**config.mk**
```make
export PLATFORM = sky130hd
export DESIGN_NAME = pid_split_motor_drive
export DESIGN_NICKNAME = d
export VERILOG_FILES = /design/src/rtl/core/psmd_pkg.sv /design/src/rtl/core/pid_split_motor_drive.sv /design/src/rtl/core/psmd_cfg.sv /design/src/rtl/core/psmd_err.sv /design/src/rtl/core/psmd_mul.sv /design/src/rtl/core/psmd_div.sv /design/src/rtl/core/psmd_drv.sv
export SDC_FILE = /design/constraint.sdc
export NUM_CORES = 2
export LEC_CHECK = 0
export ABC_CLOCK_PERIOD_IN_PS = 15400
export BUFFER_PORTS_ARGS = -buffer_cell sky130_fd_sc_hd__buf_2
export CORE_MARGIN = 3
export CORE_UTILIZATION = 50
export CTS_CLUSTER_SIZE = 16
export DETAILED_ROUTE_END_ITERATION = 6
export MAX_ROUTING_LAYER = met4
export PLACE_DENSITY_LB_ADDON = 0.3
export SLEW_MARGIN = 20
export SYNTH_ARGS = -nofsm -noshare
export SYNTH_HDL_FRONTEND = slang
export SYNTH_HIERARCHICAL = 1
export SYNTH_SLANG_ARGS = --single-unit
```
**constraint.sdc**
```tcl
create_clock -name clk -period 15.4 [get_ports clk]
set_clock_uncertainty 0.2 [all_clocks]
set_input_delay 0 -clock clk [delete_from_list [all_inputs] [get_ports clk]]
set_output_delay 0 -clock clk [all_outputs]
set_load 0.1 [all_outputs]
```
**src/rtl/core/psmd_pkg.sv**
```systemverilog
// Shared constants, types and register codes for the split-drive PID controller.
`default_nettype none

package psmd_pkg;

  localparam int SPEED_LIMIT    = 30;
  localparam int GAIN_FRAC_BITS = 12;

  localparam int GAIN_W    = 16;
  localparam int ANGLE_W   = 11;
  localparam int ERR_W     = ANGLE_W + 1;
  localparam int DIFF_W    = ERR_W + 1;
  localparam int SUM_W     = 32;
  localparam int SPEED_W   = 5;
  localparam int CFG_IDX_W = 8;
  localparam int CFG_W     = GAIN_W;

  localparam int PK_W   = GAIN_W + ERR_W + 1;
  localparam int PD_W   = GAIN_W + DIFF_W + 1;
  localparam int PI_W   = GAIN_W + SUM_W;
  localparam int A_W    = PD_W + 5;
  localparam int MAG_W  = PI_W - 1;
  localparam int BIG_LO = 40;
  localparam int HALF_W = (BIG_LO - 2) / 2;
  localparam int QH_W   = HALF_W - 2;
  localparam int Q_W    = QH_W + HALF_W;
  localparam int T_W    = HALF_W + 3;
  localparam int DRV_W  = Q_W + 2;
  localparam int MAGH_W = DRV_W - GAIN_FRAC_BITS;

  localparam int RECIP_W  = 24;
  localparam int RECIP_SH = 26;
  localparam logic [RECIP_W-1:0] RECIP5 = RECIP_W'(((1 << RECIP_SH) + 1) / 5);

  localparam int NSTG = 7;

  typedef enum logic [CFG_IDX_W-1:0] {
    REG_KP     = 8'd0,
    REG_KI     = 8'd1,
    REG_KD     = 8'd2,
    REG_TARGET = 8'd3
  } cfg_reg_t;

  typedef struct packed {
    logic [GAIN_W-1:0]         kp;
    logic [GAIN_W-1:0]         ki;
    logic [GAIN_W-1:0]         kd;
    logic signed [ANGLE_W-1:0] target;
  } cfg_t;

  typedef struct packed {
    logic [NSTG-1:0] vld;
    logic [NSTG-1:0] ld;
  } pipe_ctl_t;

  typedef struct packed {
    logic signed [ERR_W-1:0]  e;
    logic signed [DIFF_W-1:0] d;
    logic signed [SUM_W-1:0]  s;
  } stg1_t;

  typedef struct packed {
    logic signed [PK_W-1:0] pk;
    logic signed [PD_W-1:0] pd;
    logic signed [PI_W-1:0] pi;
  } stg2_t;

  typedef struct packed {
    logic signed [A_W-1:0] a;
    logic                  neg;
    logic                  big;
    logic [Q_W-1:0]        q;
  } stg4_t;

endpackage

`default_nettype wire

```
**src/rtl/core/pid_split_motor_drive.sv**
```systemverilog
// PID angle controller top level: handshake, pipeline control and stage wiring.
// Throughput: one beat per cycle unless out_stall holds the result, set by the
// seven-stage pipeline (input register, error stage, multipliers, two divide-by-20
// stages, drive sum, speed register).
// Reset: synchronous active-low rst_n restores default gains and setpoint 90,
// clears the error sum, the previous error and all pipeline valids.
`default_nettype none

module pid_split_motor_drive (
  input  wire logic                                clk,
  input  wire logic                                rst_n,
  input  wire logic                                in_valid,
  output logic                                     in_stall,
  input  wire logic signed [psmd_pkg::ANGLE_W-1:0] in_measured_angle,
  output logic                                     out_valid,
  input  wire logic                                out_stall,
  output logic [psmd_pkg::SPEED_W-1:0]             out_front_speed,
  output logic [psmd_pkg::SPEED_W-1:0]             out_back_speed,
  input  wire logic                                cfg_wr_en,
  input  wire logic [psmd_pkg::CFG_IDX_W-1:0]      cfg_index,
  input  wire logic [psmd_pkg::CFG_W-1:0]          cfg_data
);

  logic [psmd_pkg::NSTG-1:0]          vld_r;
  logic [psmd_pkg::NSTG-1:0]          rdy;
  logic signed [psmd_pkg::ANGLE_W-1:0] ang_r;
  psmd_pkg::pipe_ctl_t                ctl;
  psmd_pkg::cfg_t                     cfg;
  psmd_pkg::stg1_t                    s1;
  psmd_pkg::stg2_t                    s2;
  psmd_pkg::stg4_t                    s4;

  always_comb begin
    rdy[psmd_pkg::NSTG-1] = ~vld_r[psmd_pkg::NSTG-1] | ~out_stall;
    for (int k = psmd_pkg::NSTG - 2; k >= 0; k--) begin
      rdy[k] = ~vld_r[k] | rdy[k+1];
    end
  end

  assign ctl.vld = vld_r;
  assign ctl.ld  = rdy;

  always_ff @(posedge clk) begin
    if (!rst_n) begin
      vld_r <= '0;
    end else begin
      if (rdy[0]) begin
        vld_r[0] <= in_valid;
      end
      for (int k = 1; k < psmd_pkg::NSTG; k++) begin
        if (rdy[k]) begin
          vld_r[k] <= vld_r[k-1];
        end
      end
    end
  end

  always_ff @(posedge clk) begin
    if (rdy[0]) begin
      ang_r <= in_measured_angle;
    end
  end

  psmd_cfg u_cfg (
    .clk       (clk),
    .rst_n     (rst_n),
    .cfg_wr_en (cfg_wr_en),
    .cfg_index (cfg_index),
    .cfg_data  (cfg_data),
    .cfg       (cfg)
  );

  psmd_err u_err (
    .clk    (clk),
    .rst_n  (rst_n),
    .ctl    (ctl),
    .ang    (ang_r),
    .target (cfg.target),
    .s1     (s1)
  );

  psmd_mul u_mul (
    .clk (clk),
    .ctl (ctl),
    .cfg (cfg),
    .s1  (s1),
    .s2  (s2)
  );

  psmd_div u_div (
    .clk (clk),
    .ctl (ctl),
    .s2  (s2),
    .s4  (s4)
  );

  psmd_drv u_drv (
    .clk         (clk),
    .ctl         (ctl),
    .s4          (s4),
    .front_speed (out_front_speed),
    .back_speed  (out_back_speed)
  );

  assign in_stall  = ~rdy[0];
  assign out_valid = vld_r[psmd_pkg::NSTG-1];

endmodule

`default_nettype wire

```
**src/rtl/core/psmd_cfg.sv**
```systemverilog
// Gain and setpoint configuration registers.
`default_nettype none

module psmd_cfg (
  input  wire logic                              clk,
  input  wire logic                              rst_n,
  input  wire logic                              cfg_wr_en,
  input  wire logic [psmd_pkg::CFG_IDX_W-1:0]    cfg_index,
  input  wire logic [psmd_pkg::CFG_W-1:0]        cfg_data,
  output psmd_pkg::cfg_t                         cfg
);

  psmd_pkg::cfg_t cfg_r;

  always_ff @(posedge clk) begin
    if (!rst_n) begin
      cfg_r.kp     <= psmd_pkg::GAIN_W'(2458);
      cfg_r.ki     <= psmd_pkg::GAIN_W'(205);
      cfg_r.kd     <= psmd_pkg::GAIN_W'(512);
      cfg_r.target <= psmd_pkg::ANGLE_W'(90);
    end else if (cfg_wr_en) begin
      case (psmd_pkg::cfg_reg_t'(cfg_index))
        psmd_pkg::REG_KP:     cfg_r.kp     <= cfg_data;
        psmd_pkg::REG_KI:     cfg_r.ki     <= cfg_data;
        psmd_pkg::REG_KD:     cfg_r.kd     <= cfg_data;
        psmd_pkg::REG_TARGET: cfg_r.target <= cfg_data[psmd_pkg::ANGLE_W-1:0];
        default: ;
      endcase
    end
  end

  assign cfg = cfg_r;

endmodule

`default_nettype wire

```
**src/rtl/core/psmd_err.sv**
```systemverilog
// Error, derivative difference and saturating error sum; holds controller state.
`default_nettype none

module psmd_err (
  input  wire logic                                clk,
  input  wire logic                                rst_n,
  input  wire psmd_pkg::pipe_ctl_t                 ctl,
  input  wire logic signed [psmd_pkg::ANGLE_W-1:0] ang,
  input  wire logic signed [psmd_pkg::ANGLE_W-1:0] target,
  output psmd_pkg::stg1_t                          s1
);

  logic signed [psmd_pkg::ERR_W-1:0]  last_error_r;
  logic signed [psmd_pkg::SUM_W-1:0]  error_total_r;
  logic signed [psmd_pkg::ERR_W-1:0]  e_nxt;
  logic signed [psmd_pkg::DIFF_W-1:0] d_nxt;
  logic signed [psmd_pkg::SUM_W:0]    sum_w;
  logic signed [psmd_pkg::SUM_W-1:0]  total_nxt;
  psmd_pkg::stg1_t                    s1_r;

  always_comb begin
    e_nxt = psmd_pkg::ERR_W'(target) - psmd_pkg::ERR_W'(ang);
    d_nxt = psmd_pkg::DIFF_W'(e_nxt) - psmd_pkg::DIFF_W'(last_error_r);
    sum_w = (psmd_pkg::SUM_W+1)'(error_total_r) + (psmd_pkg::SUM_W+1)'(e_nxt);
    if (sum_w[psmd_pkg::SUM_W] != sum_w[psmd_pkg::SUM_W-1]) begin
      total_nxt = {sum_w[psmd_pkg::SUM_W], {(psmd_pkg::SUM_W-1){~sum_w[psmd_pkg::SUM_W]}}};
    end else begin
      total_nxt = sum_w[psmd_pkg::SUM_W-1:0];
    end
  end

  always_ff @(posedge clk) begin
    if (!rst_n) begin
      last_error_r  <= '0;
      error_total_r <= '0;
    end else if (ctl.ld[1] && ctl.vld[0]) begin
      last_error_r  <= e_nxt;
      error_total_r <= total_nxt;
    end
  end

  always_ff @(posedge clk) begin
    if (ctl.ld[1]) begin
      s1_r.e <= e_nxt;
      s1_r.d <= d_nxt;
      s1_r.s <= total_nxt;
    end
  end

  assign s1 = s1_r;

endmodule

`default_nettype wire

```
**src/rtl/core/psmd_mul.sv**
```systemverilog
// Gain multipliers for the proportional, integral and derivative terms.
`default_nettype none

module psmd_mul (
  input  wire logic                clk,
  input  wire psmd_pkg::pipe_ctl_t ctl,
  input  wire psmd_pkg::cfg_t      cfg,
  input  wire psmd_pkg::stg1_t     s1,
  output psmd_pkg::stg2_t          s2
);

  logic signed [psmd_pkg::GAIN_W:0] kp_s;
  logic signed [psmd_pkg::GAIN_W:0] ki_s;
  logic signed [psmd_pkg::GAIN_W:0] kd_s;
  psmd_pkg::stg2_t                  s2_nxt;
  psmd_pkg::stg2_t                  s2_r;

  always_comb begin
    kp_s = signed'({1'b0, cfg.kp});
    ki_s = signed'({1'b0, cfg.ki});
    kd_s = signed'({1'b0, cfg.kd});
    s2_nxt.pk = psmd_pkg::PK_W'(kp_s) * psmd_pkg::PK_W'(s1.e);
    s2_nxt.pd = psmd_pkg::PD_W'(kd_s) * psmd_pkg::PD_W'(s1.d);
    s2_nxt.pi = psmd_pkg::PI_W'(ki_s) * psmd_pkg::PI_W'(s1.s);
  end

  always_ff @(posedge clk) begin
    if (ctl.ld[2]) begin
      s2_r <= s2_nxt;
    end
  end

  assign s2 = s2_r;

endmodule

`default_nettype wire

```
**src/rtl/core/psmd_div.sv**
```systemverilog
// P+D sum and truncating divide-by-20 of the integral product in two halves.
`default_nettype none

module psmd_div (
  input  wire logic                clk,
  input  wire psmd_pkg::pipe_ctl_t ctl,
  input  wire psmd_pkg::stg2_t     s2,
  output psmd_pkg::stg4_t          s4
);

  localparam int HW = psmd_pkg::HALF_W;

  logic signed [psmd_pkg::A_W-1:0]          pd_x;
  logic signed [psmd_pkg::A_W-1:0]          a_nxt;
  logic [psmd_pkg::PI_W-1:0]                mag_w;
  logic [HW+psmd_pkg::RECIP_W-1:0]          qh_prod;
  logic [psmd_pkg::QH_W-1:0]                qh_nxt;

  logic signed [psmd_pkg::A_W-1:0]          a_r;
  logic                                     neg_r;
  logic                                     big_r;
  logic [HW-1:0]                            nh_r;
  logic [HW-1:0]                            nl_r;
  logic [psmd_pkg::QH_W-1:0]                qh_r;

  logic [HW-1:0]                            rem_w;
  logic [psmd_pkg::T_W-1:0]                 t_w;
  logic [psmd_pkg::T_W+psmd_pkg::RECIP_W-1:0] ql_prod;
  psmd_pkg::stg4_t                          s4_r;

  always_comb begin
    pd_x    = psmd_pkg::A_W'(s2.pd);
    a_nxt   = psmd_pkg::A_W'(s2.pk) + (pd_x <<< 4) + (pd_x <<< 2);
    mag_w   = s2.pi[psmd_pkg::PI_W-1] ? psmd_pkg::PI_W'(-s2.pi) : psmd_pkg::PI_W'(s2.pi);
    qh_prod = (HW+psmd_pkg::RECIP_W)'(mag_w[psmd_pkg::BIG_LO-1:HW+2]) *
              (HW+psmd_pkg::RECIP_W)'(psmd_pkg::RECIP5);
    qh_nxt  = qh_prod[psmd_pkg::RECIP_SH +: psmd_pkg::QH_W];
  end

  always_ff @(posedge clk) begin
    if (ctl.ld[3]) begin
      a_r   <= a_nxt;
      neg_r <= s2.pi[psmd_pkg::PI_W-1];
      big_r <= |mag_w[psmd_pkg::MAG_W-1:psmd_pkg::BIG_LO];
      nh_r  <= mag_w[psmd_pkg::BIG_LO-1:HW+2];
      nl_r  <= mag_w[HW+1:2];
      qh_r  <= qh_nxt;
    end
  end

  always_comb begin
    rem_w   = nh_r - (HW'(qh_r) << 2) - HW'(qh_r);
    t_w     = {rem_w[2:0], nl_r};
    ql_prod = (psmd_pkg::T_W+psmd_pkg::RECIP_W)'(t_w) *
              (psmd_pkg::T_W+psmd_pkg::RECIP_W)'(psmd_pkg::RECIP5);
  end

  always_ff @(posedge clk) begin
    if (ctl.ld[4]) begin
      s4_r.a   <= a_r;
      s4_r.neg <= neg_r;
      s4_r.big <= big_r;
      s4_r.q   <= {qh_r, ql_prod[psmd_pkg::RECIP_SH +: HW]};
    end
  end

  assign s4 = s4_r;

endmodule

`default_nettype wire

```
**src/rtl/core/psmd_drv.sv**
```systemverilog
// Drive sum, magnitude clamp and front/back speed registers.
`default_nettype none

module psmd_drv (
  input  wire logic                          clk,
  input  wire psmd_pkg::pipe_ctl_t           ctl,
  input  wire psmd_pkg::stg4_t               s4,
  output logic [psmd_pkg::SPEED_W-1:0]       front_speed,
  output logic [psmd_pkg::SPEED_W-1:0]       back_speed
);

  logic signed [psmd_pkg::DRV_W-1:0] q_x;
  logic signed [psmd_pkg::DRV_W-1:0] drive_nxt;
  logic signed [psmd_pkg::DRV_W-1:0] drive_r;
  logic                              big_r;
  logic                              neg_r;

  logic [psmd_pkg::DRV_W-1:0]        abs_w;
  logic [psmd_pkg::MAGH_W-1:0]       mag_w;
  logic [psmd_pkg::SPEED_W-1:0]      sat_w;
  logic                              pos_w;
  logic [psmd_pkg::SPEED_W-1:0]      front_r;
  logic [psmd_pkg::SPEED_W-1:0]      back_r;

  always_comb begin
    q_x       = signed'({2'b00, s4.q});
    drive_nxt = psmd_pkg::DRV_W'(s4.a) + (s4.neg ? -q_x : q_x);
  end

  always_ff @(posedge clk) begin
    if (ctl.ld[5]) begin
      drive_r <= drive_nxt;
      big_r   <= s4.big;
      neg_r   <= s4.neg;
    end
  end

  always_comb begin
    abs_w = drive_r[psmd_pkg::DRV_W-1] ? psmd_pkg::DRV_W'(-drive_r)
                                       : psmd_pkg::DRV_W'(drive_r);
    mag_w = abs_w[psmd_pkg::DRV_W-1:psmd_pkg::GAIN_FRAC_BITS];
    if (big_r || (mag_w > psmd_pkg::MAGH_W'(psmd_pkg::SPEED_LIMIT))) begin
      sat_w = psmd_pkg::SPEED_W'(psmd_pkg::SPEED_LIMIT);
    end else begin
      sat_w = mag_w[psmd_pkg::SPEED_W-1:0];
    end
    if (big_r) begin
      pos_w = ~neg_r;
    end else begin
      pos_w = ~drive_r[psmd_pkg::DRV_W-1] && (|drive_r);
    end
  end

  always_ff @(posedge clk) begin
    if (ctl.ld[6]) begin
      front_r <= pos_w ? sat_w + psmd_pkg::SPEED_W'(1) : psmd_pkg::SPEED_W'(1);
      back_r  <= pos_w ? psmd_pkg::SPEED_W'(1) : sat_w + psmd_pkg::SPEED_W'(1);
    end
  end

  assign front_speed = front_r;
  assign back_speed  = back_r;

endmodule

`default_nettype wire
```
==> results.cfg <==
[setup_path]
crit_top_cell = inv_1
crit_arrival_ns = 10.04
crit_family = simple AND/OR/NAND/NOR gates
slowest_delay_ns = 0.63
reg2reg_from = u_mul/s2[2]
crit_slowest_cell = or4_4
worstPathMaxFanout = 8
criticalPathCategory = reg2reg
endpoint_kind = flop
start_kind = flop
required_ns = 15.62
startpoint = u_mul/s2[2]
cp_num_buf_inv = 7

[logic_synthesis]
synth_cell_type_count = 120
synth_seq_area_share = 0.1972
synthCells = 6899
yosys_warnings = 6
ys_seq_elements = 484
synth_flop_cell = edfxtp_1
synthArstFlopShare = 0
synth_area_per_cell_sq_um = 9.875
syn_nets = 8742
netlist_area_sq_um = 68130
synth_edf_count = 374

[global_route]
first_global_vias = 49450
met1_usage = 0.3350
grtUsageTotal = 0.2469
use_met3 = 0.03121
grt_use_met2 = 0.3953
grt_max_degree = 77
busiest_layer = met2
antenna_found_initial = 5
grt_first_pass_wirelength_um = 268200
overflow = 0

[run]
max-cap-violations = 0

[detailed_routing]
drt-vias-per-instance = 5.430
wirelength_um = 166200
vias = 47360
drtPass1Iterations = 6
drc = 0
postRouteAntennaNets = 0
routedWlPerCell_um = 19.06
drt_first_iter_violations = 3218

[sta]
rsz0062_at_grt = false
final-hold-violation-count = 0
finalSetupTns_ns = 0
period_needed_ns = 9.830
relSlewSlack = 0.2352
setup_violations = 0
min_period_over_period = 0.6383
max_freq_mhz = 101.7
fin_hold_ws_ns = 0.06035
slew_viol_final = 0
tightest_slew_ns = 1.144

[clock_network]
cts_tree = yes
cts-root-buf = clkbuf_16
cts_sinks = 484
clkSlewWorstSetupHoldPaths_ns = 0.06
hold_buffers = 69
cts_resized = 0
htree_levels = 2
cts_made_buffers = 57
clk_path_buf_depth = 3
clkLatencyLatePin_ns = 0.65
post-cts-setup-buffer-count = 0

[floorplan]
initial_core_util = 0.5073
coreArea_sq_um = 134300
fp.dieW_um = 375.1
die_area_sq_um = 140700
die_h_um = 375.1
rows = 134
ios = 52

[run_status]
status = finished clean

[final_layout]
final_common_cell = inv_1
layout_common_cells = inv_1 (1406), fa_1 (1053), nand2_1 (764)
final_nets = 8746
final_layout_size_suffix_gt1_frac = 0.04186
fillers = 11880
area_growth_pct = 6.779

[hold_path]
hold_path.class = in2reg
hold_path.startpoint = cfg_data[1]

[placement]
place_congestion = 0.9211
portBuffers = 51
hpwl_um = 133300
[layer usage]
metal,vias up,wire length (um),share of wire
met5,-,0,0
met4,0,4730,0.028
met3,272,9686,0.058
met2,1320,78710,0.47
met1,23730,73090,0.44
li1,22030,-,-
[flip-flops by register name, indices dropped and copies added, names as in the netlist, 3 cells and up]
register             cells
u_cfg/cfg               59
u_err/error_total_r     32
u_div/s4                73
u_div/nh_r               3
u_div/a_r               35
vld_r                    7
u_drv/drive_r           38
u_div/qh_r              17
u_div/nl_r              19
u_mul/s2               107
u_drv/front_speed        5
u_drv/back_speed         5
u_err/last_error_r      12
ang_r                   11
u_err/s1                57
[layout make-up]
| cell class | count | area (sq um) | area share |
|---|---|---|---|
| sequential | 484 | 13440 | 0.1848 |
| timing repair buffer | 155 | 1211 | 0.01665 |
| tap | 1768 | 2212 | 0.03041 |
| clock inverter | 43 | 541.8 | 0.007447 |
| clock buffer | 65 | 1509 | 0.02074 |
| multi-input combinational | 4797 | 48540 | 0.6672 |
| antenna | 2 | 5.005 | 0.00006880 |
| inverter | 1408 | 5288 | 0.07268 |
[synthesized netlist by cell type (all sizes together), types with 45 or more instances]
cell type,number,share of area
inv,1408,0.078
fa,1053,0.31
nand2,765,0.042
ha,750,0.14
and2,382,0.035
edfxtp,374,0.16
xnor2,250,0.032
a21oi,235,0.018
o21ai,196,0.015
clkbuf,186,0.011
nor2,170,0.0094
dfxtp,110,0.032
a21o,108,0.012
nor2b,76,0.0071
mux2i,70,0.010
xor2,69,0.0089
nor3,50,0.0040
o21a,48,0.0053
nand3,46,0.0034
nand4,45,0.0041
[worst reg2reg max path: cells and delay by family (launching register included)]
family	cells	cell delay [ns]
AND/OR/NAND/NOR	9	3.43
adder cells (fa/ha/maj)	6	3.04
AO/OA/AOI/OAI	5	1.27
XOR/XNOR	3	0.63
buffers and inverters	7	0.60
flip-flops	1	0.42
[cell families after synthesis]
kind of cell | synth area share
multiplexers | 0.01089
flip-flops | 0.1972
adder cells (fa/ha/maj) | 0.4472
buffers and inverters | 0.09091
XOR/XNOR | 0.04101
AO/OA/AOI/OAI | 0.08797
AND/OR/NAND/NOR | 0.1249
[worst paths after layout]
kind	to	slack, ns	cells after the start
worst max-delay path	u_div/qh_r[15]	5.57	30
worst min-delay path	u_cfg/cfg[12]	0.06	4
worst max register to register	u_div/qh_r[15]	5.57	30
worst min register to register	u_div/s4[24]	0.22	0
[stage by stage]
| stage | cells | cell area, sq um | worst slack, ns | utilization |
|---|---|---|---|---|
| 6_report | 8722 | 72750 | 5.570 | 0.5417 |
| 5_1_grt | 8720 | 72740 | 4.955 | 0.5417 |
| 4_1_cts | 8720 | 72740 | 5.577 | 0.5417 |
| 3_5_place_dp | 8543 | 70000 | 5.585 | 0.5212 |
| 3_3_place_gp | 8543 | 70000 | 5.662 | 0.5212 |
| 2_1_floorplan | 6899 | 68130 | 6.522 | - |
Power is left out: the tool's default activity adds up to more than one toggle a clock period on the data nets, which glitch-free logic cannot reach.
